[config.mk]
export PLATFORM = sky130hd
export DESIGN_NAME = windowed_signal_quality_scorer_unit_flat
export DESIGN_NICKNAME = d
export VERILOG_FILES = /design/src/hw/rtl/wsqs_pkg.sv /design/src/hw/rtl/wsqs_if.sv /design/src/hw/rtl/windowed_signal_quality_scorer_unit.sv /design/src/flat_wrapper.sv
export SDC_FILE = /design/constraint.sdc
export NUM_CORES = 2
export LEC_CHECK = 0
export BUFFER_PORTS_ARGS = -buffer_cell sky130_fd_sc_hd__buf_2
export CAP_MARGIN = 15
export CELL_PAD_IN_SITES_DETAIL_PLACEMENT = 1
export CELL_PAD_IN_SITES_GLOBAL_PLACEMENT = 1
export CORE_ASPECT_RATIO = 1.25
export CORE_MARGIN = 5
export CORE_UTILIZATION = 48
export DETAILED_ROUTE_END_ITERATION = 8
export PLACE_DENSITY_LB_ADDON = 0.05
export SYNTH_ARGS = -nofsm -noshare
export SYNTH_HDL_FRONTEND = slang
export SYNTH_SLANG_ARGS = --single-unit
[constraint.sdc]
create_clock -name clk -period 9.9 [get_ports clk]
set_input_delay 0 -clock clk [delete_from_list [all_inputs] [get_ports clk]]
set_output_delay 0 -clock clk [all_outputs]
set_load 0.02 [all_outputs]
[src/hw/rtl/wsqs_pkg.sv]
// ----------------------------------------------------------------------------
// wsqs_pkg
// Shared types and constants for the windowed signal quality scorer.
// ----------------------------------------------------------------------------
`default_nettype none

package wsqs_pkg;

	localparam int unsigned DATA_W  = 16;
	localparam int unsigned Q16_W   = 17;   // Q0.16 value that can reach 1.0
	localparam int unsigned PADDR_W = 5;
	localparam int unsigned PDATA_W = 32;
	localparam int unsigned CFG_NUM = 8;
	localparam int unsigned DIV_W   = 32;

	// register indexes
	localparam logic [2:0] REG_RANGE_GOOD    = 3'd0;
	localparam logic [2:0] REG_RANGE_BAD     = 3'd1;
	localparam logic [2:0] REG_SPREAD_GOOD   = 3'd2;
	localparam logic [2:0] REG_SPREAD_BAD    = 3'd3;
	localparam logic [2:0] REG_CALM_RANGE    = 3'd4;
	localparam logic [2:0] REG_SETTLING_LOW  = 3'd5;
	localparam logic [2:0] REG_SETTLING_HIGH = 3'd6;
	localparam logic [2:0] REG_SETTLED_LOW   = 3'd7;

	// reason codes
	localparam logic [1:0] REASON_DISC     = 2'd0;
	localparam logic [1:0] REASON_WARMING  = 2'd1;
	localparam logic [1:0] REASON_UNSTABLE = 2'd2;
	localparam logic [1:0] REASON_STABLE   = 2'd3;

	localparam logic [Q16_W-1:0] ONE_Q16 = 17'h10000;

	// divider jobs, in the order they run
	typedef enum logic [1:0] {
		JOB_SPREAD = 2'd0,
		JOB_RANGE  = 2'd1,
		JOB_SPR    = 2'd2,
		JOB_RATIO  = 2'd3
	} job_t;

	typedef enum logic [10:0] {
		ST_IDLE  = 11'b00000000001,
		ST_WALK  = 11'b00000000010,
		ST_MULA  = 11'b00000000100,
		ST_MULB  = 11'b00000001000,
		ST_VSUB  = 11'b00000010000,
		ST_SQRT  = 11'b00000100000,
		ST_DSET  = 11'b00001000000,
		ST_DIV   = 11'b00010000000,
		ST_DDONE = 11'b00100000000,
		ST_BAND  = 11'b01000000000,
		ST_FIN   = 11'b10000000000
	} state_t;

	function automatic logic [DATA_W-1:0] cfg_reset_value(input logic [2:0] idx);
		logic [DATA_W-1:0] v;
		case (idx)
			REG_RANGE_GOOD:    v = 16'd64;
			REG_RANGE_BAD:     v = 16'd154;
			REG_SPREAD_GOOD:   v = 16'd26;
			REG_SPREAD_BAD:    v = 16'd51;
			REG_CALM_RANGE:    v = 16'd102;
			REG_SETTLING_LOW:  v = 16'd19661;
			REG_SETTLING_HIGH: v = 16'd39322;
			REG_SETTLED_LOW:   v = 16'd45875;
			default:           v = '0;
		endcase
		return v;
	endfunction

endpackage

`default_nettype wire

[src/hw/rtl/wsqs_if.sv]
// ----------------------------------------------------------------------------
// wsqs_if
// Valid/ready channels for sample items and score items.
// ----------------------------------------------------------------------------
`default_nettype none

interface wsqs_meas_if;
	logic               valid;
	logic               ready;
	logic               contact_ok;
	logic signed [15:0] sample;

	modport source(output valid, output contact_ok, output sample, input ready);
	modport sink(input valid, input contact_ok, input sample, output ready);
endinterface

interface wsqs_score_if;
	logic        valid;
	logic        ready;
	logic        quality_ok;
	logic [15:0] quality;
	logic [1:0]  reason;
	logic [15:0] window_range;
	logic [15:0] window_spread;

	modport source(output valid, output quality_ok, output quality, output reason,
		output window_range, output window_spread, input ready);
	modport sink(input valid, input quality_ok, input quality, input reason,
		input window_range, input window_spread, output ready);
endinterface

`default_nettype wire

[src/hw/rtl/windowed_signal_quality_scorer_unit.sv]
// ----------------------------------------------------------------------------
// windowed_signal_quality_scorer_unit
// Window range / std-dev scorer with unstable latch and Q0.16 quality blend.
// ----------------------------------------------------------------------------
//
//  channel | dir | handshake      | payload
//  --------+-----+----------------+---------------------------------------------
//  meas    | in  | valid/ready    | contact_ok, sample (s16, 1/256 degC)
//  score   | out | valid/ready    | quality_ok, quality, reason, range, spread
//  apb     | in  | psel/penable   | 8 x 16-bit registers at 4*i, pready tied 1
//
//  One item at a time. A connected item walks the n filled window entries,
//  takes an RW-bit square root (22 root bits at the default window) and runs
//  the 32-step shared divider up to four times; the range and spread ramps skip
//  it when their score is fixed. A disconnected item goes straight to the final step.
//  meas.ready is high only in idle. A finished result waits in the output
//  register; a stalled score channel holds the sequencer at its last step.
//  Reset is asynchronous; the sample ring is not cleared (only written slots
//  are ever read).
// ----------------------------------------------------------------------------
`default_nettype none

module windowed_signal_quality_scorer_unit #(
	parameter int unsigned WINDOW_LEN      = 32,
	parameter int unsigned WARMUP_TICKS    = 64,
	parameter int unsigned FULL_TICKS      = 256,
	parameter int unsigned CALM_HOLD_TICKS = 8,
	parameter int unsigned SETTLED_TOP     = 65535
) (
	input  wire                             clk,
	input  wire                             arst_n,
	wsqs_meas_if.sink                       meas,
	wsqs_score_if.source                    score,
	input  wire                             psel,
	input  wire                             penable,
	input  wire                             pwrite,
	input  wire  [wsqs_pkg::PADDR_W-1:0]    paddr,
	input  wire  [wsqs_pkg::PDATA_W-1:0]    pwdata,
	output logic [wsqs_pkg::PDATA_W-1:0]    prdata,
	output logic                            pready
);
	import wsqs_pkg::*;

	// window geometry
	localparam int unsigned AW   = (WINDOW_LEN > 1) ? $clog2(WINDOW_LEN) : 1;
	localparam int unsigned NW   = $clog2(WINDOW_LEN + 1);
	localparam int unsigned SUMW = DATA_W + NW;            // signed sum
	localparam int unsigned SQW  = 31 + NW;                // sum of squares
	localparam int unsigned VARW = SQW + NW;               // n * sumsq
	localparam int unsigned XW   = VARW + (VARW % 2);
	localparam int unsigned RW   = XW / 2;                 // root bits
	localparam int unsigned RCW  = $clog2(RW);
	localparam int unsigned REMW = RW + 3;

	localparam logic [AW-1:0]     SLOT_LAST = AW'(WINDOW_LEN - 1);
	localparam logic [NW-1:0]     FILL_MAX  = NW'(WINDOW_LEN);
	localparam logic [DATA_W-1:0] WARM16    = DATA_W'(WARMUP_TICKS);
	localparam logic [DATA_W-1:0] FULL16    = DATA_W'(FULL_TICKS);
	localparam logic [7:0]        CALM8     = 8'(CALM_HOLD_TICKS);
	localparam logic [DATA_W-1:0] TOP16     = DATA_W'(SETTLED_TOP);

	// ---------------- configuration ----------------
	logic [DATA_W-1:0] cfg_q [CFG_NUM];
	logic              cfg_wr;
	assign cfg_wr = psel && penable && pwrite;
	assign pready = 1'b1;
	assign prdata = PDATA_W'(cfg_q[paddr[4:2]]);

	always_ff @(posedge clk or negedge arst_n) begin
		if (!arst_n) begin
			for (int i = 0; i < CFG_NUM; i++) begin
				cfg_q[i] <= cfg_reset_value(3'(i));
			end
		end else if (cfg_wr) begin
			cfg_q[paddr[4:2]] <= pwdata[DATA_W-1:0];
		end
	end

	// ---------------- state ----------------
	state_t            st_q;
	job_t              job_q;
	logic [AW-1:0]     slot_q;
	logic [NW-1:0]     fill_q;
	logic [DATA_W-1:0] vrun_q;
	logic              unstable_q;
	logic [7:0]        calm_q;
	logic              disc_q;

	// walk
	logic [NW-1:0]            ic_q;
	logic                     vld_s1, vld_s2;
	logic signed [DATA_W-1:0] rd_s1, val_s2;
	logic [31:0]              sq_s2;
	logic                     first_q;
	logic signed [DATA_W-1:0] mn_q, mx_q;
	logic signed [SUMW-1:0]   sum_q;
	logic [SQW-1:0]           sumsq_q;
	logic [VARW-1:0]          prod1_q;
	logic [2*SUMW-1:0]        prod2_q;

	// root
	logic [XW-1:0]   x_q;
	logic [REMW-1:0] rem_q;
	logic [RW-1:0]   root_q;
	logic [RCW-1:0]  rcnt_q;

	// divider (num_q turns into the quotient)
	logic [DIV_W-1:0]  num_q;
	logic [DATA_W-1:0] den_q;
	logic [DATA_W-1:0] drem_q;
	logic [4:0]        dcnt_q;

	// scores and blend
	logic [DATA_W-1:0] range_q, spread_q;
	logic [Q16_W-1:0]  s1_q, s2_q, blend_q;
	logic              warm_q;
	logic [32:0]       bprod_q;

	// output register
	logic              ovalid_q, ook_q;
	logic [DATA_W-1:0] oq_q, orng_q, ospr_q;
	logic [1:0]        orsn_q;

	// ---------------- sample ring ----------------
	logic signed [DATA_W-1:0] ring [WINDOW_LEN];
	logic                     acc, ring_wr;
	assign acc     = meas.valid && meas.ready;
	assign ring_wr = acc && meas.contact_ok;

	always_ff @(posedge clk) begin
		if (ring_wr) begin
			ring[slot_q] <= meas.sample;
		end
		rd_s1 <= ring[ic_q[AW-1:0]];
	end

	// ---------------- combinational helpers ----------------
	logic [REMW+1:0] rem_n, trial;
	logic [DATA_W:0] dr_n;
	logic [Q16_W-1:0] stab, ratio;
	logic [DATA_W-1:0] band_lo, band_hi, band_diff, range_w, vrun_n;
	logic              band_up, high;
	logic [7:0]        calm_n;
	logic [Q16_W:0]    blend_sum;   // both terms can reach 1.0

	assign rem_n = {rem_q, x_q[XW-1 -: 2]};
	assign trial = (REMW+2)'({root_q, 2'b01});
	assign dr_n  = {drem_q, num_q[DIV_W-1]};
	assign stab  = (s1_q < s2_q) ? s1_q : s2_q;
	assign ratio = (num_q > DIV_W'(ONE_Q16)) ? ONE_Q16 : num_q[Q16_W-1:0];
	assign blend_sum = (Q16_W+1)'(ratio) + (Q16_W+1)'(stab);
	assign range_w = DATA_W'(mx_q - mn_q);
	assign vrun_n  = (vrun_q == '1) ? vrun_q : vrun_q + 1'b1;
	assign high    = (range_q > cfg_q[REG_RANGE_BAD]) || (spread_q > cfg_q[REG_SPREAD_BAD]);
	assign calm_n  = calm_q + 1'b1;

	assign band_lo   = warm_q ? cfg_q[REG_SETTLING_LOW] : cfg_q[REG_SETTLED_LOW];
	assign band_hi   = warm_q ? cfg_q[REG_SETTLING_HIGH] : TOP16;
	assign band_up   = band_hi >= band_lo;
	assign band_diff = band_up ? band_hi - band_lo : band_lo - band_hi;

	// ramp setup: selects the measure and its good and bad thresholds for the range or spread job
	logic [DATA_W-1:0] rmp_m, rmp_good, rmp_bad;
	always_comb begin
		if (job_q == JOB_RANGE) begin
			rmp_m    = range_q;
			rmp_good = cfg_q[REG_RANGE_GOOD];
			rmp_bad  = cfg_q[REG_RANGE_BAD];
		end else begin
			rmp_m    = spread_q;
			rmp_good = cfg_q[REG_SPREAD_GOOD];
			rmp_bad  = cfg_q[REG_SPREAD_BAD];
		end
	end

	// ---------------- sequencer ----------------
	assign meas.ready = (st_q == ST_IDLE);

	always_ff @(posedge clk or negedge arst_n) begin
		if (!arst_n) begin
			st_q       <= ST_IDLE;
			job_q      <= JOB_SPREAD;
			slot_q     <= '0;
			fill_q     <= '0;
			vrun_q     <= '0;
			unstable_q <= 1'b0;
			calm_q     <= '0;
			disc_q     <= 1'b0;
			ic_q       <= '0;
			vld_s1     <= 1'b0;
			vld_s2     <= 1'b0;
			first_q    <= 1'b1;
			ovalid_q   <= 1'b0;
		end else begin
			// the final step reloads the output register itself
			if (ovalid_q && score.ready && st_q != ST_FIN) begin
				ovalid_q <= 1'b0;
			end

			// walk pipeline: read -> square -> accumulate
			vld_s1 <= (st_q == ST_WALK) && (ic_q < fill_q);
			vld_s2 <= vld_s1;
			sq_s2  <= $unsigned(32'(rd_s1) * 32'(rd_s1));
			val_s2 <= rd_s1;
			if (vld_s2) begin
				first_q <= 1'b0;
				if (first_q || val_s2 < mn_q) mn_q <= val_s2;
				if (first_q || val_s2 > mx_q) mx_q <= val_s2;
				sum_q   <= sum_q + SUMW'(val_s2);
				sumsq_q <= sumsq_q + SQW'(sq_s2);
			end

			case (st_q)
				ST_IDLE: begin
					if (acc) begin
						if (!meas.contact_ok) begin
							slot_q     <= '0;
							fill_q     <= '0;
							vrun_q     <= '0;
							unstable_q <= 1'b0;
							calm_q     <= '0;
							disc_q     <= 1'b1;
							st_q       <= ST_FIN;
						end else begin
							slot_q  <= (slot_q == SLOT_LAST) ? '0 : slot_q + 1'b1;
							if (fill_q < FILL_MAX) fill_q <= fill_q + 1'b1;
							vrun_q  <= vrun_n;
							disc_q  <= 1'b0;
							ic_q    <= '0;
							first_q <= 1'b1;
							sum_q   <= '0;
							sumsq_q <= '0;
							st_q    <= ST_WALK;
						end
					end
				end
				ST_WALK: begin
					if (ic_q < fill_q) begin
						ic_q <= ic_q + 1'b1;
					end else if (!vld_s1 && !vld_s2) begin
						st_q <= ST_MULA;
					end
				end
				ST_MULA: begin
					prod1_q <= VARW'(fill_q) * sumsq_q;
					range_q <= range_w;
					st_q    <= ST_MULB;
				end
				ST_MULB: begin
					prod2_q <= (2*SUMW)'(sum_q < 0 ? -sum_q : sum_q) *
						(2*SUMW)'(sum_q < 0 ? -sum_q : sum_q);
					st_q    <= ST_VSUB;
				end
				ST_VSUB: begin
					x_q    <= XW'(VARW'((2*SUMW)'(prod1_q) - prod2_q));
					rem_q  <= '0;
					root_q <= '0;
					rcnt_q <= RCW'(RW - 1);
					st_q   <= ST_SQRT;
				end
				ST_SQRT: begin
					// one root digit per cycle
					x_q <= x_q << 2;
					if (rem_n >= trial) begin
						rem_q  <= REMW'(rem_n - trial);
						root_q <= {root_q[RW-2:0], 1'b1};
					end else begin
						rem_q  <= REMW'(rem_n);
						root_q <= {root_q[RW-2:0], 1'b0};
					end
					if (rcnt_q == '0) begin
						job_q <= JOB_SPREAD;
						st_q  <= ST_DSET;
					end else begin
						rcnt_q <= rcnt_q - 1'b1;
					end
				end
				ST_DSET: begin
					drem_q <= '0;
					dcnt_q <= '0;
					case (job_q)
						JOB_SPREAD: begin
							num_q <= DIV_W'(root_q);
							den_q <= DATA_W'(fill_q);
							st_q  <= ST_DIV;
						end
						JOB_RANGE, JOB_SPR: begin
							den_q <= rmp_bad - rmp_good;
							if (rmp_bad <= rmp_good || rmp_m >= rmp_bad) begin
								num_q <= '0;
								st_q  <= ST_DDONE;
							end else if (rmp_m <= rmp_good) begin
								num_q <= DIV_W'(ONE_Q16);
								st_q  <= ST_DDONE;
							end else begin
								num_q <= {rmp_bad - rmp_m, 16'h0};
								st_q  <= ST_DIV;
							end
						end
						JOB_RATIO: begin
							warm_q <= (vrun_q < WARM16) || unstable_q;
							st_q   <= ST_DIV;
							if ((vrun_q < WARM16) || unstable_q) begin
								num_q <= {vrun_q, 16'h0};
								den_q <= WARM16;
							end else begin
								num_q <= {vrun_q - WARM16, 16'h0};
								den_q <= FULL16;
							end
						end
						default: st_q <= ST_DDONE;
					endcase
				end
				ST_DIV: begin
					// restoring divide, one quotient bit per cycle
					if (dr_n >= {1'b0, den_q}) begin
						drem_q <= DATA_W'(dr_n - {1'b0, den_q});
						num_q  <= {num_q[DIV_W-2:0], 1'b1};
					end else begin
						drem_q <= dr_n[DATA_W-1:0];
						num_q  <= {num_q[DIV_W-2:0], 1'b0};
					end
					dcnt_q <= dcnt_q + 1'b1;
					if (dcnt_q == 5'd31) st_q <= ST_DDONE;
				end
				ST_DDONE: begin
					case (job_q)
						JOB_SPREAD: begin
							spread_q <= num_q[DATA_W-1:0];
							job_q    <= JOB_RANGE;
							st_q     <= ST_DSET;
						end
						JOB_RANGE: begin
							s1_q  <= num_q[Q16_W-1:0];
							job_q <= JOB_SPR;
							st_q  <= ST_DSET;
						end
						JOB_SPR: begin
							s2_q  <= num_q[Q16_W-1:0];
							job_q <= JOB_RATIO;
							st_q  <= ST_DSET;
							// unstable latch with calm-run release
							if (high) begin
								unstable_q <= 1'b1;
								calm_q     <= '0;
							end else if (unstable_q) begin
								if (range_q <= cfg_q[REG_CALM_RANGE]) begin
									if (calm_n >= CALM8) begin
										unstable_q <= 1'b0;
										calm_q     <= '0;
									end else begin
										calm_q <= calm_n;
									end
								end else begin
									calm_q <= '0;
								end
							end
						end
						JOB_RATIO: begin
							blend_q <= blend_sum[Q16_W:1];
							st_q    <= ST_BAND;
						end
						default: st_q <= ST_BAND;
					endcase
				end
				ST_BAND: begin
					bprod_q <= 33'(band_diff) * 33'(blend_q);
					st_q    <= ST_FIN;
				end
				ST_FIN: begin
					if (!ovalid_q || score.ready) begin
						ovalid_q <= 1'b1;
						st_q     <= ST_IDLE;
						if (disc_q) begin
							ook_q  <= 1'b0;
							oq_q   <= '0;
							orsn_q <= REASON_DISC;
							orng_q <= '0;
							ospr_q <= '0;
						end else begin
							ook_q  <= 1'b1;
							oq_q   <= band_up ? band_lo + bprod_q[31:16]
								: band_lo - bprod_q[31:16];
							orsn_q <= !warm_q ? REASON_STABLE :
								(vrun_q < WARM16) ? REASON_WARMING : REASON_UNSTABLE;
							orng_q <= range_q;
							ospr_q <= spread_q;
						end
					end
				end
				default: st_q <= ST_IDLE;
			endcase
		end
	end

	assign score.valid         = ovalid_q;
	assign score.quality_ok    = ook_q;
	assign score.quality       = oq_q;
	assign score.reason        = orsn_q;
	assign score.window_range  = orng_q;
	assign score.window_spread = ospr_q;

endmodule

`default_nettype wire

[src/flat_wrapper.sv]
// flat-port wrapper written by rule: the top's interface ports become plain ports
module windowed_signal_quality_scorer_unit_flat import wsqs_pkg::*;
#(
	parameter int unsigned WINDOW_LEN      = 32,
	parameter int unsigned WARMUP_TICKS    = 64,
	parameter int unsigned FULL_TICKS      = 256,
	parameter int unsigned CALM_HOLD_TICKS = 8,
	parameter int unsigned SETTLED_TOP     = 65535
)
  (clk, arst_n, psel, penable, pwrite, paddr, pwdata, prdata, pready, meas_valid, meas_contact_ok, meas_sample, meas_ready, score_valid, score_quality_ok, score_quality, score_reason, score_window_range, score_window_spread, score_ready);
  wsqs_meas_if meas_i ();
  wsqs_score_if score_i ();
  input  wire clk;
  input  wire arst_n;
  input  wire psel;
  input  wire penable;
  input  wire pwrite;
  input  wire  [wsqs_pkg::PADDR_W-1:0] paddr;
  input  wire  [wsqs_pkg::PDATA_W-1:0] pwdata;
  output logic [wsqs_pkg::PDATA_W-1:0] prdata;
  output logic pready;
  input wire logic [$bits(meas_i.valid)-1:0] meas_valid;
  input wire logic [$bits(meas_i.contact_ok)-1:0] meas_contact_ok;
  input wire logic [$bits(meas_i.sample)-1:0] meas_sample;
  output wire logic [$bits(meas_i.ready)-1:0] meas_ready;
  output wire logic [$bits(score_i.valid)-1:0] score_valid;
  output wire logic [$bits(score_i.quality_ok)-1:0] score_quality_ok;
  output wire logic [$bits(score_i.quality)-1:0] score_quality;
  output wire logic [$bits(score_i.reason)-1:0] score_reason;
  output wire logic [$bits(score_i.window_range)-1:0] score_window_range;
  output wire logic [$bits(score_i.window_spread)-1:0] score_window_spread;
  input wire logic [$bits(score_i.ready)-1:0] score_ready;
  assign meas_i.valid = meas_valid;
  assign meas_i.contact_ok = meas_contact_ok;
  assign meas_i.sample = meas_sample;
  assign meas_ready = meas_i.ready;
  assign score_valid = score_i.valid;
  assign score_quality_ok = score_i.quality_ok;
  assign score_quality = score_i.quality;
  assign score_reason = score_i.reason;
  assign score_window_range = score_i.window_range;
  assign score_window_spread = score_i.window_spread;
  assign score_i.ready = score_ready;
  windowed_signal_quality_scorer_unit #(.WINDOW_LEN(WINDOW_LEN), .WARMUP_TICKS(WARMUP_TICKS), .FULL_TICKS(FULL_TICKS), .CALM_HOLD_TICKS(CALM_HOLD_TICKS), .SETTLED_TOP(SETTLED_TOP)) u_core (.clk(clk), .arst_n(arst_n), .meas(meas_i), .score(score_i), .psel(psel), .penable(penable), .pwrite(pwrite), .paddr(paddr), .pwdata(pwdata), .prdata(prdata), .pready(pready));
endmodule
==> results.sh <==
export IMPL_synthTopCellsByArea="edfxtp_1 29%, fa_1 24%, ha_1 9.6%, inv_1 6.5%, dfrtp_1 3.3%"
export IMPL_hp_class="in2reg"
export IMPL_crit_type="reg2reg"
export IMPL_grt_max_degree=117
export IMPL_hold_slack_ps=103
export IMPL_h_tree_depth=4
export IMPL_grt_overflow=0
export IMPL_end_kind="flip-flop"
export IMPL_setup_tns_final_ps=-1550
export IMPL_crit_top_cell="fa_1"
export IMPL_clockBufferDepth=3
export IMPL_ant_nets=0
export IMPL_synth_area_sq_um=111000
export IMPL_yosys_area_top_type_share_pct=28.5
export IMPL_finalCritPeriodShare_pct=102
export IMPL_die_area_sq_um=240000
export IMPL_grt_pass1_wl_mm=498
export IMPL_crit_arrival_ps=10670
export IMPL_io_pins=147
export IMPL_path_max_fanout=4
export IMPL_wl_per_cell_microns=22.6
export IMPL_core_sq_um=230000
export IMPL_clock_sinks=1254
export IMPL_vias_per_cell=5.38
export IMPL_synth_avg_cell_area_sq_um=11.0
export IMPL_critPathMaxStageDelay_ps=550
export IMPL_clock_fmax_mhz=98.7
export IMPL_path_clk_slew_ps=60
export IMPL_netlist_instances=10079
export IMPL_finClkSkew_ps=67.6
export IMPL_crit_slowest_cell="fa_1"
export IMPL_start_kind="flip-flop"
export IMPL_placed_area_sq_um=119000
export IMPL_ys_warn_count=0
export IMPL_final_area_sq_um=125000
export IMPL_violations="negative setup slack"
export IMPL_die_y_microns=547
export IMPL_fillCellCount=24591
export IMPL_rows=197
export IMPL_drc=0
export IMPL_clkLatencyLatePin_ps=820
export IMPL_drt_pre_antenna_iters=6
export IMPL_tightest_slew_ps=1200
export IMPL_grt_util_all_layers_pct=26.9
export IMPL_wl_mm=319
export IMPL_required_ps=10430
export IMPL_antenna_found_initial=9
export IMPL_cts_buffers=143
export IMPL_layout_commonest_cell="inv_1"
export IMPL_drive_gt1_share_pct=11.7
export IMPL_ys_seq_elements=1254
export IMPL_ys_flop_type="edfxtp_1"
export IMPL_seq_area_sq_um=36600
export IMPL_dp_cells=13791
export IMPL_fin_crit_ps=10140
export IMPL_vias=76137
export IMPL_yosysSeqAreaShare_pct=33.1
export IMPL_finalHoldViolations=0
export IMPL_mostFrequentLayoutCells="1902 x inv_1, 1291 x fa_1, 1050 x edfxtp_1"
export IMPL_slew_headroom_pct=19.6
export IMPL_syn2layout_area_growth_pct=13.1
export IMPL_gp_congestion=0.904
export IMPL_synth_area_leader_cell="edfxtp_1"
export IMPL_initial_utilization_pct=48.1
export IMPL_cts_root_buf="clkbuf_16"
export IMPL_final_cells=14149
export IMPL_multi_input_area_sq_um=67700
export IMPL_die_width_microns=439
export IMPL_yosysUniqueCellTypes=90
export IMPL_rsz0062_at_grt="true"
export IMPL_portBuffers=111
export IMPL_async_flop_share_pct=15.0
export IMPL_synth_edf_count=1050
export IMPL_setup_viol=10
export IMPL_grt_pass1_vias=86299
export IMPL_cts_tree="done"
export IMPL_fin_nets=13154
export IMPL_hpwl_mm=250
export IMPL_fin_ws_ps=-237
export IMPL_drt_initial_drc_count=3761
export IMPL_status="finished with violations"
export IMPL_max_cap_viol_count=0
export IMPL_slew_viol_final=0
routing by layer:
| layer | wire (microns) | vias to the layer above | global-route usage [%] |
|---|---|---|---|
| met2 | 175000 | 1325 | 51.1 |
| li1 | - | 34569 | - |
| met3 | 9720 | 574 | 2.69 |
| met4 | 14700 | 0 | 10.5 |
| met1 | 120000 | 39669 | 30.8 |
| met5 | 0 | - | 0 |
cell usage after synthesis, types with 27 or more instances:
cell type,instances
inv_1,1920
fa_1,1307
edfxtp_1,1050
nand2_1,875
ha_1,847
nor2_1,601
a21oi_1,395
o21ai_0,296
xnor2_1,296
clkbuf_1,252
and2_1,195
mux4_2,160
dfrtp_1,145
a21o_1,141
xor2_1,128
mux2_2,120
nor2b_1,106
mux2i_1,99
nand2b_1,94
nand3_1,93
nand4_1,77
a22oi_1,75
o21a_1,69
nor3_1,66
o21bai_1,58
and3_1,49
o31ai_1,45
dfstp_2,43
a211oi_1,42
or3_1,36
a31oi_1,33
buf_1,29
nor4_1,27
final cells by class:
cell class / instances / area share (%)
clock buffers: 182 / 3.08
well taps: 3084 / 3.09
flip-flops and latches: 1254 / 29.3
inverters: 1925 / 5.78
repair buffers: 628 / 3.80
diodes: 10 / 0.0200
multi-input cells: 6987 / 54.1
clock inverters: 79 / 0.854
state kept, by name, summed over array words and instances, names as in the netlist, 17 cells and up:
name / count
u_core.rem_q: 25
u_core.cfg_q: 128
u_core.ring: 512
u_core.x_q: 44
u_core.prod1_q: 43
u_core.sq_s2: 30
u_core.sumsq_q: 37
u_core.blend_q: 17
u_core.s1_q: 17
u_core.prod2_q: 42
u_core.s2_q: 17
u_core.root_q: 22
u_core.sum_q: 22
u_core.num_q: 32
worst paths after layout:
check                                          start                       endpoint  slack, ps  cells after the start
max                        u_core.sum_q[6]$_DFFE_PP_   u_core.prod2_q[41]$_DFFE_PP_       -240                     35
min reg2reg                  u_core.vld_s1$_DFF_PN0_        u_core.vld_s2$_DFF_PN0_        390                      0
min                                        pwdata[7]  u_core.cfg_q[103]$_DFFE_PN1P_        100                      4
max in group asynchronous                     arst_n     u_core.ic_q[1]$_DFFE_PN0P_       8680                      4
max reg2reg                u_core.sum_q[6]$_DFFE_PP_   u_core.prod2_q[41]$_DFFE_PP_       -240                     35
min in group asynchronous                     arst_n   u_core.cfg_q[43]$_DFFE_PN1P_        450                      3
cell families (layout without fill, tap and decap cells):
group / Yosys count / in the layout / synth area share (%)
AND/OR/NAND/NOR: 2295 / 2295 / 9.60
buffers and inverters: 2234 / 2814 / 7.65
adder cells (fa/ha/maj): 2154 / 2154 / 33.2
AO/OA/AOI/OAI: 1337 / 1337 / 7.65
flip-flops: 1254 / 1254 / 33.1
XOR/XNOR: 424 / 424 / 3.36
multiplexers: 379 / 379 / 5.38
other: 2 / 408 / 0.00679
timing repair:
item                       CTS  global route
pin swaps                   55            44
resized for setup           83            80
hold endpoints to repair   843             0
setup endpoints to repair   21            25
hold buffers                46             0
buffers inserted            27            16
stage by stage:
stage	worst slack, ps	util [%]
3_3_place_gp	-762	51.6
5_1_grt	-552	54.4
4_1_cts	-292	54.2
3_5_place_dp	-741	51.6
2_1_floorplan	2.55	-
6_report	-237	54.4
critical path: cells and delay by family, from the launching register on:
kind                     cells  cell delay, ps
adder cells (fa/ha/maj)     10            4830
flip-flops                   1             390
XOR/XNOR                     2             310
AND/OR/NAND/NOR              7            1850
AO/OA/AOI/OAI               10            2130
buffers and inverters        6             320
Power is left out: the tool's default activity adds up to more than one toggle a clock period on the data nets, which glitch-free logic cannot reach.
